$ cat src/sv/sid2a_pkg.sv
// Shared types and character constants for the signed integer to decimal
// ASCII unit. No dependencies.
package sid2a_pkg;

    localparam int CHAR_W = 6;

    localparam logic [CHAR_W-1:0] CHAR_MINUS = 6'd45;
    localparam logic [CHAR_W-1:0] CHAR_ZERO  = 6'd48;

    typedef enum logic [4:0] {
        ST_IDLE    = 5'b00001,
        ST_CONVERT = 5'b00010,
        ST_SCAN    = 5'b00100,
        ST_SIGN    = 5'b01000,
        ST_DIGITS  = 5'b10000
    } state_t;

endpackage

$ cat src/sv/sid2a_bcd_cell.sv
// One decimal digit cell of the binary to BCD shift chain (add-3 and shift).
// Standalone; chained by signed_int_to_decimal_ascii_unit.
module sid2a_bcd_cell
(
    input  logic       clk,
    input  logic       clear,
    input  logic       shift,
    input  logic       carry_in,
    output logic       carry_out,
    output logic [3:0] digit
);

    logic [3:0] digit_reg;
    logic [3:0] digit_next;
    logic [3:0] adj;

    always_comb
    begin
        adj = (digit_reg >= 4'd5) ? (digit_reg + 4'd3) : digit_reg;
    end

    always_comb
    begin
        digit_next = digit_reg;
        if (clear)
        begin
            digit_next = 4'd0;
        end
        else if (shift)
        begin
            digit_next = {adj[2:0], carry_in};
        end
    end

    always_ff @(posedge clk)
    begin
        digit_reg <= digit_next;
    end

    assign carry_out = adj[3];
    assign digit     = digit_reg;

endmodule

$ cat src/sv/signed_int_to_decimal_ascii_unit.sv
// Top level of the signed integer to decimal ASCII unit.
// Depends on sid2a_pkg and sid2a_bcd_cell.
//
// Usage:
//   Slave channel (s_tvalid/s_tready/s_tdata) takes one signed integer per
//   transfer in s_tdata[VALUE_WIDTH-1:0]. Master channel (m_tvalid/m_tready/
//   m_tdata/m_tlast) returns its decimal text, one ASCII character per
//   transfer in m_tdata[5:0], most significant character first: a minus sign
//   for negative values, then the digits with leading zeros dropped. m_tlast
//   marks the final character of each number.
//   The magnitude is shifted one bit per cycle through a chain of BCD digit
//   cells, after which a scan state locates the leading digit. Characters
//   then leave at one per cycle while m_tready is high.
//   One number is handled at a time: the next value is not accepted until
//   the final character of the current one has been taken.
//   s_tready is high only while the unit is idle.
//   When the receiver stalls, the current character holds on m_tdata and
//   m_tlast until it is taken.
//   Reset returns the unit to idle and drops any number in progress.
module signed_int_to_decimal_ascii_unit
#(
    parameter int VALUE_WIDTH = 32
)
(
    input  logic                                clk,
    input  logic                                rst_n,
    input  logic                                s_tvalid,
    output logic                                s_tready,
    // value
    input  logic [((VALUE_WIDTH+7)/8)*8-1:0]    s_tdata,
    output logic                                m_tvalid,
    input  logic                                m_tready,
    // text_char, zero padded
    output logic [7:0]                          m_tdata,
    output logic                                m_tlast
);

    localparam int NUM_DIGITS = (((VALUE_WIDTH - 1) * 1233) >> 12) + 1;
    localparam int IDX_W      = $clog2(NUM_DIGITS);
    localparam int CNT_W      = $clog2(VALUE_WIDTH);

    sid2a_pkg::state_t state_reg;
    sid2a_pkg::state_t state_next;

    logic [VALUE_WIDTH-1:0] mag_reg;
    logic [VALUE_WIDTH-1:0] mag_next;
    logic [CNT_W-1:0]       cnt_reg;
    logic [CNT_W-1:0]       cnt_next;
    logic [IDX_W-1:0]       idx_reg;
    logic [IDX_W-1:0]       idx_next;
    logic                   neg_reg;
    logic                   neg_next;

    logic [VALUE_WIDTH-1:0] in_value;
    logic                   in_xfer;
    logic                   out_xfer;
    logic                   cell_clear;
    logic                   cell_shift;
    logic [3:0]             digits [NUM_DIGITS];
    logic [NUM_DIGITS:0]    carry;
    logic [IDX_W-1:0]       msd;
    logic [sid2a_pkg::CHAR_W-1:0] text_char;

    assign in_value = s_tdata[VALUE_WIDTH-1:0];
    assign in_xfer  = s_tvalid && s_tready;
    assign out_xfer = m_tvalid && m_tready;

    assign cell_clear = in_xfer;
    assign cell_shift = (state_reg == sid2a_pkg::ST_CONVERT);
    assign carry[0]   = mag_reg[VALUE_WIDTH-1];

    genvar g;
    generate
        for (g = 0; g < NUM_DIGITS; g++)
        begin : g_cell
            sid2a_bcd_cell u_cell
            (
                .clk       (clk),
                .clear     (cell_clear),
                .shift     (cell_shift),
                .carry_in  (carry[g]),
                .carry_out (carry[g+1]),
                .digit     (digits[g])
            );
        end
    endgenerate

    always_comb
    begin
        msd = '0;
        for (int i = 1; i < NUM_DIGITS; i++)
        begin
            if (digits[i] != 4'd0)
            begin
                msd = IDX_W'(i);
            end
        end
    end

    always_comb
    begin
        state_next = state_reg;
        mag_next   = mag_reg;
        cnt_next   = cnt_reg;
        idx_next   = idx_reg;
        neg_next   = neg_reg;
        case (state_reg)
            sid2a_pkg::ST_IDLE:
            begin
                if (in_xfer)
                begin
                    neg_next   = in_value[VALUE_WIDTH-1];
                    mag_next   = in_value[VALUE_WIDTH-1] ? (~in_value + 1'b1) : in_value;
                    cnt_next   = CNT_W'(VALUE_WIDTH - 1);
                    state_next = sid2a_pkg::ST_CONVERT;
                end
            end
            sid2a_pkg::ST_CONVERT:
            begin
                mag_next = {mag_reg[VALUE_WIDTH-2:0], 1'b0};
                cnt_next = cnt_reg - 1'b1;
                if (cnt_reg == '0)
                begin
                    state_next = sid2a_pkg::ST_SCAN;
                end
            end
            sid2a_pkg::ST_SCAN:
            begin
                idx_next   = msd;
                state_next = neg_reg ? sid2a_pkg::ST_SIGN : sid2a_pkg::ST_DIGITS;
            end
            sid2a_pkg::ST_SIGN:
            begin
                idx_next = msd;
                if (out_xfer)
                begin
                    state_next = sid2a_pkg::ST_DIGITS;
                end
            end
            sid2a_pkg::ST_DIGITS:
            begin
                if (out_xfer)
                begin
                    idx_next = idx_reg - 1'b1;
                    if (idx_reg == '0)
                    begin
                        state_next = sid2a_pkg::ST_IDLE;
                    end
                end
            end
            default:
            begin
                state_next = sid2a_pkg::ST_IDLE;
            end
        endcase
    end

    always_ff @(posedge clk or negedge rst_n)
    begin
        if (!rst_n)
        begin
            state_reg <= sid2a_pkg::ST_IDLE;
        end
        else
        begin
            state_reg <= state_next;
        end
    end

    always_ff @(posedge clk)
    begin
        mag_reg <= mag_next;
        cnt_reg <= cnt_next;
        idx_reg <= idx_next;
        neg_reg <= neg_next;
    end

    assign text_char = (state_reg == sid2a_pkg::ST_SIGN)
                     ? sid2a_pkg::CHAR_MINUS
                     : (sid2a_pkg::CHAR_ZERO + {2'b00, digits[idx_reg]});

    assign s_tready = (state_reg == sid2a_pkg::ST_IDLE);
    assign m_tvalid = (state_reg == sid2a_pkg::ST_SIGN) || (state_reg == sid2a_pkg::ST_DIGITS);
    assign m_tdata  = {2'b00, text_char};
    assign m_tlast  = (state_reg == sid2a_pkg::ST_DIGITS) && (idx_reg == '0);

endmodule

$ cat config.mk
export PLATFORM = sky130hd
export DESIGN_NAME = signed_int_to_decimal_ascii_unit
export DESIGN_NICKNAME = d
export VERILOG_FILES = /design/src/sv/sid2a_pkg.sv /design/src/sv/sid2a_bcd_cell.sv /design/src/sv/signed_int_to_decimal_ascii_unit.sv
export SDC_FILE = /design/constraint.sdc
export NUM_CORES = 1
export LEC_CHECK = 0
export BUFFER_PORTS_ARGS = -buffer_cell sky130_fd_sc_hd__buf_2
export CAP_MARGIN = 5
export CELL_PAD_IN_SITES_DETAIL_PLACEMENT = 1
export CELL_PAD_IN_SITES_GLOBAL_PLACEMENT = 1
export CORE_MARGIN = 2
export CORE_UTILIZATION = 50
export DETAILED_ROUTE_END_ITERATION = 12
export GPL_TIMING_DRIVEN = 1
export PLACE_DENSITY_LB_ADDON = 0.08
export SKIP_LAST_GASP = 1
export SYNTH_ARGS = -nofsm -noshare
export SYNTH_HDL_FRONTEND = slang
export SYNTH_SLANG_ARGS = --single-unit
export TNS_END_PERCENT = 30
$ cat constraint.sdc
create_clock -name clk -period 6.4 [get_ports clk]
set_input_delay 1.6 -clock clk [delete_from_list [all_inputs] [get_ports clk]]
set_output_delay 1.6 -clock clk [all_outputs]
set_load 0.005 [all_outputs]
==> metrics.yaml, run 1 <==
core_sq_um: 10700
postRouteAntennaNets: 0
clk_pin_slew_worst_paths_ns: 0.08
wirelength_mm: 13.18
cts-root-buf: "clkbuf_8"
ctsResizeCount: 0
final_nets: 684
clock_skew_ns: 0.009721
path_class: "register to output pin"
grt_max_degree: 89
synth_area_sq_um: 5424
synth_ff_type: "edfxtp_1"
fin_crit_sh_pct: 61.92
place_congestion: 0.8209
grt_use_met1_pct: 30.98
slew_headroom_pct: 30.52
clockBufferDepth: 2
fin_util_pct: 54.63
crit_fanout: 11
synthTopCellsByCount: "68 x o21ai_0, 48 x nand2_1, 48 x nor2_1"
netlist_instances: 602
slew_violations: 0
dp.cells: 753
synth_area_leader_cell: "edfxtp_1"
power_density_nw_per_um2: 274.7
fin_cells: 769
grt_busiest_layer: "met2"
hp-start: "mag_reg[31]"
post_cts_buffers: 0
cp.arrival_ns: 2.36
setup-violations-final: 0
cp-end-kind: "output pin"
hold_path_end: "g_cell[0].u_cell.digit[0]"
htreeDepth: 3
synth_warnings: 0
largest_reg_flops: 40
leakage_nw: 2.188
worst_skew_pair.late_latency_ns: 0.38
synth_cell_type_count: 53
viasPerCell: 5.770
die_w_um: 108.2
cts_buffers: 9
cap_violations: 0
pin_count: 47
yosysTopAreaCellShare_pct: 23.25
hold_depth: 2
rows: 38
setup_tns_ns: 0
synthToLayoutAreaGrowth_pct: 7.751
drtIter0Drc: 272
use_met3_pct: 3.737
cp.required_ns: 4.80
synth_edf_count: 42
drive_gt1_share_pct: 12.88
rsz0062_at_grt: "false"
grt_use_total_pct: 23.46
fin_crit_ns: 3.963
r2r_slack_ns: 3.32
ys_async_sr_fraction_pct: 5.747
critPathTopFamily: "multiplexers"
start_kind: "register"
portBuffers: 43
yosysMostFrequentCell: "o21ai_0"
irDropWorstVdd_v: 0.0003479
timing.fmax_ghz: 0.2523
initial_utilization_pct: 50.70
num_vias: 4437
grt_pass1_wl_mm: 21.61
cts_hold_buf: 0
hold_violations: 0
outcome: "complete, no violations"
met2_usage_pct: 39.08
synth-seq-area-share_pct: 40.35
avgRoutedWirePerCell_um: 17.14
die_area_sq_um: 11700
hp-class: "register to register"
ys_top_cells_by_area: "edfxtp_1 23%, dfxtp_1 15%, o21ai_0 6.3%"
grt.overflow.total: 0
antennaDiodeCount: 0
dp_hpwl_mm: 9.382
worst_pin_slew_ns: 1.040
path_buf_inv: 1
r2r_start: "state_reg[1]"
antenna_found_initial: 0
critPathSlowestCell: "edfxtp_1"
grt_pass1_vias: 4415
cpPeakStageDelay_ns: 0.73
path_cells: "mux4_2 > mux2i_1 > o22ai_1 > and2_1 > buf_2"
synth.avg_cell_area_sq_um: 9.010
ff2ff_path_depth: 5
clock_sinks: 87
fill_cells: 1270
reg2reg_to: "neg_reg"
tritoncts: "yes"
fp.dieH_um: 108.2
drc_errors: 0
ys_ff_latch: 87
drtPass1Iterations: 4
==> worst register-to-register path, stage by stage (launching register included) <==
cell and delay [ns]:
dfrtp_1 0.46, nor3_1 0.45, nand3b_1 0.20, inv_1 0.11
nand2_1 0.61, inv_1 0.90
==> stage by stage <==
stage	hold slack [ns]	area (sq um)	power, mW	setup slack, ns
5_1_grt	0.5083	5844	1.707	2.315
3_3_place_gp	0.4314	5687	1.254	2.434
2_1_floorplan	0.4176	5428	1.136	2.693
4_1_cts	0.4894	5844	1.623	2.411
6_report	0.4792	5844	1.606	2.437
3_5_place_dp	0.4437	5687	1.282	2.399
==> how the worst max path moves through the flow <==
stage               start          end  slack (ns)  cells after the start
2_1_floorplan  s_tdata[0]  mag_reg[24]        2.69                      7
3_3_place_gp   s_tdata[0]  mag_reg[24]        2.43                      8
3_5_place_dp   s_tdata[0]  mag_reg[14]        2.40                      8
4_1_cts        idx_reg[1]   m_tdata[1]        2.41                      5
5_1_grt        idx_reg[1]   m_tdata[1]        2.32                      5
6_report       idx_reg[1]   m_tdata[1]        2.44                      5
==> kinds of logic (layout without fill, tap and decap cells) <==
kind of cell	after synthesis	in the layout	synth area share, %
other	2	3	0.1385
AOI/OAI and AO/OA	157	157	17.30
DFF	87	87	40.35
xor gates and xnor gates	50	50	8.074
muxes	20	20	5.582
and+or+nand+nor	194	194	17.95
adders and majority gates	24	24	5.536
buffers and inverters	68	94	5.075
==> layer usage <==
metal  share of wire (%)  wire length [um]  up-vias
li1                    -                 -     2200
met1                  48              6323     2167
met3                 2.4               314       18
met2                  48              6338       52
met5                   0                 0        -
met4                 1.5               204        0
==> layout by cell type (no fill, tap or decap), types with 32 or more instances in the layout <==
cell | netlist | final
a21oi_1 | 44 | 44
nand3_1 | 34 | 34
inv_1 | 32 | 32
o21ai_0 | 68 | 68
buf_2 | 1 | 43
edfxtp_1 | 42 | 42
xor2_1 | 32 | 32
nor2_1 | 48 | 48
nand2_1 | 48 | 48
dfxtp_1 | 40 | 40
==> layout make-up <==
type	count	area, sq um	share of cell area [%]
multi-input combinational	448	2965	50.74
tap	140	175.2	2.997
clock buffer	13	138.9	2.376
clock inverter	3	18.77	0.3211
sequential	87	2188	37.44
timing repair buffer	46	237.7	4.068
inverter	32	120.1	2.055
==> power breakdown <==
part / switching (mW) / internal [mW] / total [mW]
logic: 0.320 / 0.137 / 0.457
clock network: 0.201 / 0.142 / 0.343
registers: 0.0556 / 0.750 / 0.806
(Power assumes the default switching activity.)
==> run 2: changes to the inputs <==
--- a/config.mk
+++ b/config.mk
@@ -5,12 +5,13 @@
 export SDC_FILE = /design/constraint.sdc
 export NUM_CORES = 1
 export LEC_CHECK = 0
+export ABC_AREA = 1
 export BUFFER_PORTS_ARGS = -buffer_cell sky130_fd_sc_hd__buf_2
 export CAP_MARGIN = 5
 export CELL_PAD_IN_SITES_DETAIL_PLACEMENT = 1
 export CELL_PAD_IN_SITES_GLOBAL_PLACEMENT = 1
 export CORE_MARGIN = 2
-export CORE_UTILIZATION = 50
+export CORE_UTILIZATION = 44
 export DETAILED_ROUTE_END_ITERATION = 12
 export GPL_TIMING_DRIVEN = 1
 export PLACE_DENSITY_LB_ADDON = 0.08
==> constraint.sdc (replaced) <==
create_clock -name clk -period 4 [get_ports clk]
set_input_delay 1 -clock clk [delete_from_list [all_inputs] [get_ports clk]]
set_output_delay 1 -clock clk [all_outputs]
set_load 0.005 [all_outputs]
==> run 2 against run 1 <==
Effect of this change: design area up 7.5%; register-to-register slack worse by 1.7 ns; sequential share of layout area down 2.6 points; global-route usage up 0.79 points; die area up 18%; critical path depth up 2; via count up 19%; first-iteration DRC count up 1.1%.
==> metrics.yaml, run 2 <==
slew_headroom_pct: 45.21  # was 30.52%
grt_max_degree: 64  # was 89
synth_area_sq_um: 5660  # was 5424 sq um
synthSimpleGateAreaFrac_pct: 25.73  # was 17.95%
cp-end-kind: "output pin"  # unchanged
synth.area.mux_share_pct: 0  # was 5.582%
reg2reg_to: "g_cell[5].u_cell.digit[1]"  # was neg_reg
drtPass1Iterations: 6  # was 4
htreeDepth: 3  # unchanged
r2r_start: "state_reg[0]"  # was state_reg[1]
fin_crit_sh_pct: 84.09
largest_reg_flops: 40  # unchanged
portBuffers: 43  # unchanged
place_congestion: 0.8558  # was 0.8209
ys_top_cells_by_area: "edfxtp_1 22%, dfxtp_1 14%, nand2_1 11%"  # was edfxtp_1 23%, dfxtp_1 15%, o21ai_0 6.3%
synth-seq-area-share_pct: 38.66  # was 40.35%
hp-class: "input pin to async pin"  # was register to register
yosysMostFrequentCell: "nand2_1"  # was o21ai_0
grt_pass1_vias: 5525  # was 4,415
synth_ff_type: "edfxtp_1"  # unchanged
timing.fmax_ghz: 0.2973
drc_errors: 0  # unchanged
power_density_nw_per_um2: 530.3  # was 274.7 nW/um^2
drive_gt1_share_pct: 10.30  # was 12.88%
post_cts_buffers: 0  # unchanged
antenna_found_initial: 0  # unchanged
grt_use_total_pct: 24.25  # was 23.46%
synth_edf_count: 42  # unchanged
die_area_sq_um: 13790  # was 11,700 sq um
irDropWorstVdd_v: 0.0002036  # was 0.0003479 V
grt.overflow.total: 0  # unchanged
synth.avg_cell_area_sq_um: 7.351  # was 9.010 sq um
clk_pin_slew_worst_paths_ns: 0.06  # was 0.08 ns
tritoncts: "yes"  # unchanged
pin_count: 47  # unchanged
cts_buffers: 9  # unchanged
postRouteAntennaNets: 0  # unchanged
synth_cell_type_count: 45  # was 53
fin_crit_ns: 3.363
cts_hold_buf: 0  # unchanged
synthTopCellsByCount: "159 x nand2_1, 95 x inv_1, 78 x nand3_1"  # was 68 x o21ai_0, 48 x nand2_1, 48 x nor2_1
final_nets: 861  # was 684
setup_tns_ns: 0  # unchanged
rsz0062_at_grt: "false"  # unchanged
worst_pin_slew_ns: 0.8219  # was 1.040 ns
r2r_slack_ns: 1.57  # was 3.32 ns
worst_skew_pair.late_latency_ns: 0.35  # was 0.38 ns
start_kind: "register"  # unchanged
ff2ff_path_depth: 5  # unchanged
dp_hpwl_mm: 11.87  # was 9.382 mm
slew_violations: 0  # unchanged
design_area_sq_um: 6280  # was 5844 sq um
crit_fanout: 24  # was 11
num_vias: 5278  # was 4,437
synth-adder-area-share_pct: 5.305  # was 5.536%
synthToLayoutAreaGrowth_pct: 10.94  # was 7.751%
outcome: "complete, no violations"  # unchanged
viasPerCell: 5.397  # was 5.770
ys_async_sr_fraction_pct: 5.747  # unchanged
synth_compound_area_share_pct: 16.51  # was 17.30%
core_sq_um: 12570  # was 10,700 sq um
cap_violations: 0  # unchanged
avgRoutedWirePerCell_um: 16.53  # was 17.14 um
cts-root-buf: "clkbuf_16"  # was clkbuf_8
antennaDiodeCount: 0  # unchanged
synth_xor_area_share_pct: 4.023  # was 8.074%
hold_violations: 0  # unchanged
clock_sinks: 87  # unchanged
yosysTopAreaCellShare_pct: 22.28  # was 23.25%
fp.dieH_um: 117.4  # was 108.2 um
setup-violations-final: 0  # unchanged
cp.arrival_ns: 2.36  # about the same
netlist_instances: 770  # was 602
drtIter0Drc: 275  # was 272
rows: 41  # was 38
synth_top_family_by_area: "simple AND/OR/NAND/NOR gates"  # unchanged
synth_area_leader_cell: "edfxtp_1"  # unchanged
ys_ff_latch: 87  # unchanged
clockBufferDepth: 2  # unchanged
clock_skew_ns: 0.006255  # was 0.009721 ns
path_class: "register to output pin"  # unchanged
cp.required_ns: 3.00  # was 4.80 ns
die_w_um: 117.4  # was 108.2 um
wirelength_mm: 16.17  # was 13.18 mm
final_common_cell: "nand2_1"  # was o21ai_0
final_cell_mix: "159 x nand2_1, 95 x inv_1, 78 x nand3_1"  # was 68 x o21ai_0, 48 x nor2_1, 48 x nand2_1
leakage_nw: 2.676  # was 2.188 nW
synth_warnings: 0  # unchanged
ctsResizeCount: 0  # unchanged
place_area_sq_um: 5974  # was 5687 sq um
grt_pass1_wl_mm: 27.15  # was 21.61 mm
initial_utilization_pct: 45.04  # was 50.70%
[run 2: cell count changes after synthesis, moves of 10 or more]
cell	before	now
clkbuf_1	29	6
xnor2_1	18	3
nand2_1	48	159
nor2_1	48	65
nand2b_1	13	0
inv_1	32	95
nor3b_1	10	0
mux2i_1	10	0
nand3_1	34	78
[run 2: how the worst max path moves through the flow]
| stage | start | slack [ns] | end | depth (start not counted) |
|---|---|---|---|---|
| 3_5_place_dp | idx_reg[0] | 1.08 | m_tdata[1] | 7 |
| 2_1_floorplan | s_tdata[0] | 1.76 | mag_reg[14] | 10 |
| 6_report | idx_reg[0] | 0.64 | m_tdata[1] | 7 |
| 3_3_place_gp | idx_reg[0] | 1.19 | m_tdata[1] | 7 |
| 4_1_cts | idx_reg[0] | 0.66 | m_tdata[1] | 7 |
| 5_1_grt | idx_reg[0] | 0.40 | m_tdata[3] | 7 |
[run 2: metrics by stage]
stage	total power [mW]	setup slack (ns)	hold WS [ns]	cells	utilization [%]
final	3.330	0.6365	0.4611	978	49.97
after floorplan	2.115	1.758	0.4276	771	-
after CTS	3.351	0.6610	0.4519	978	49.97
after detailed placement	2.450	1.080	0.4506	962	47.54
after global placement	2.390	1.186	0.4386	962	47.54
after global routing	3.571	0.4000	0.4526	978	49.97
[run 2: cell type report]
class | count | area (sq um)
Fill cell | 1608 | 6289
Multi-Input combinational cell | 555 | 2930
Sequential cell | 87 | 2188
Inverter | 100 | 375.4
Timing Repair Buffer | 48 | 265.3
Clock buffer | 11 | 232.7
Tap cell | 172 | 215.2
Clock inverter | 5 | 72.57
[run 2: cells by family (layout without fill, tap and decap cells)]
group,Yosys count,count (layout)
AND/OR/NAND/NOR,332,332
AO/OA/AOI/OAI,170,170
buffers and inverters,129,164
flip-flops,87,87
XOR/XNOR,26,26
adder cells (fa/ha/maj),24,24
other,2,3
[run 2: power breakdown]
| part | leakage, nW | switching, mW | internal [mW] |
|---|---|---|---|
| logic | 1.76 | 0.758 | 0.317 |
| clock network | 0.149 | 0.356 | 0.543 |
| registers | 0.764 | 0.131 | 1.23 |
| total | 2.68 | 1.24 | 2.09 |
[run 2: critical path, cell delays in order, from the launching register on]
cell,delay (ns)
edfxtp_1,0.74
inv_1,0.48
a21oi_1,0.23
o21ai_0,0.10
nand3_1,0.11
nand3_1,0.09
a21oi_1,0.13
buf_2,0.13
[run 2: metal layers]
| layer | track usage (%) | wire length (um) | vias up |
|---|---|---|---|
| li1 | - | - | 2638 |
| met1 | 30.26 | 7388 | 2532 |
| met2 | 42.25 | 7902 | 82 |
| met3 | 4.621 | 521 | 26 |
| met4 | 7.756 | 355 | 0 |
| met5 | 0 | 0 | - |
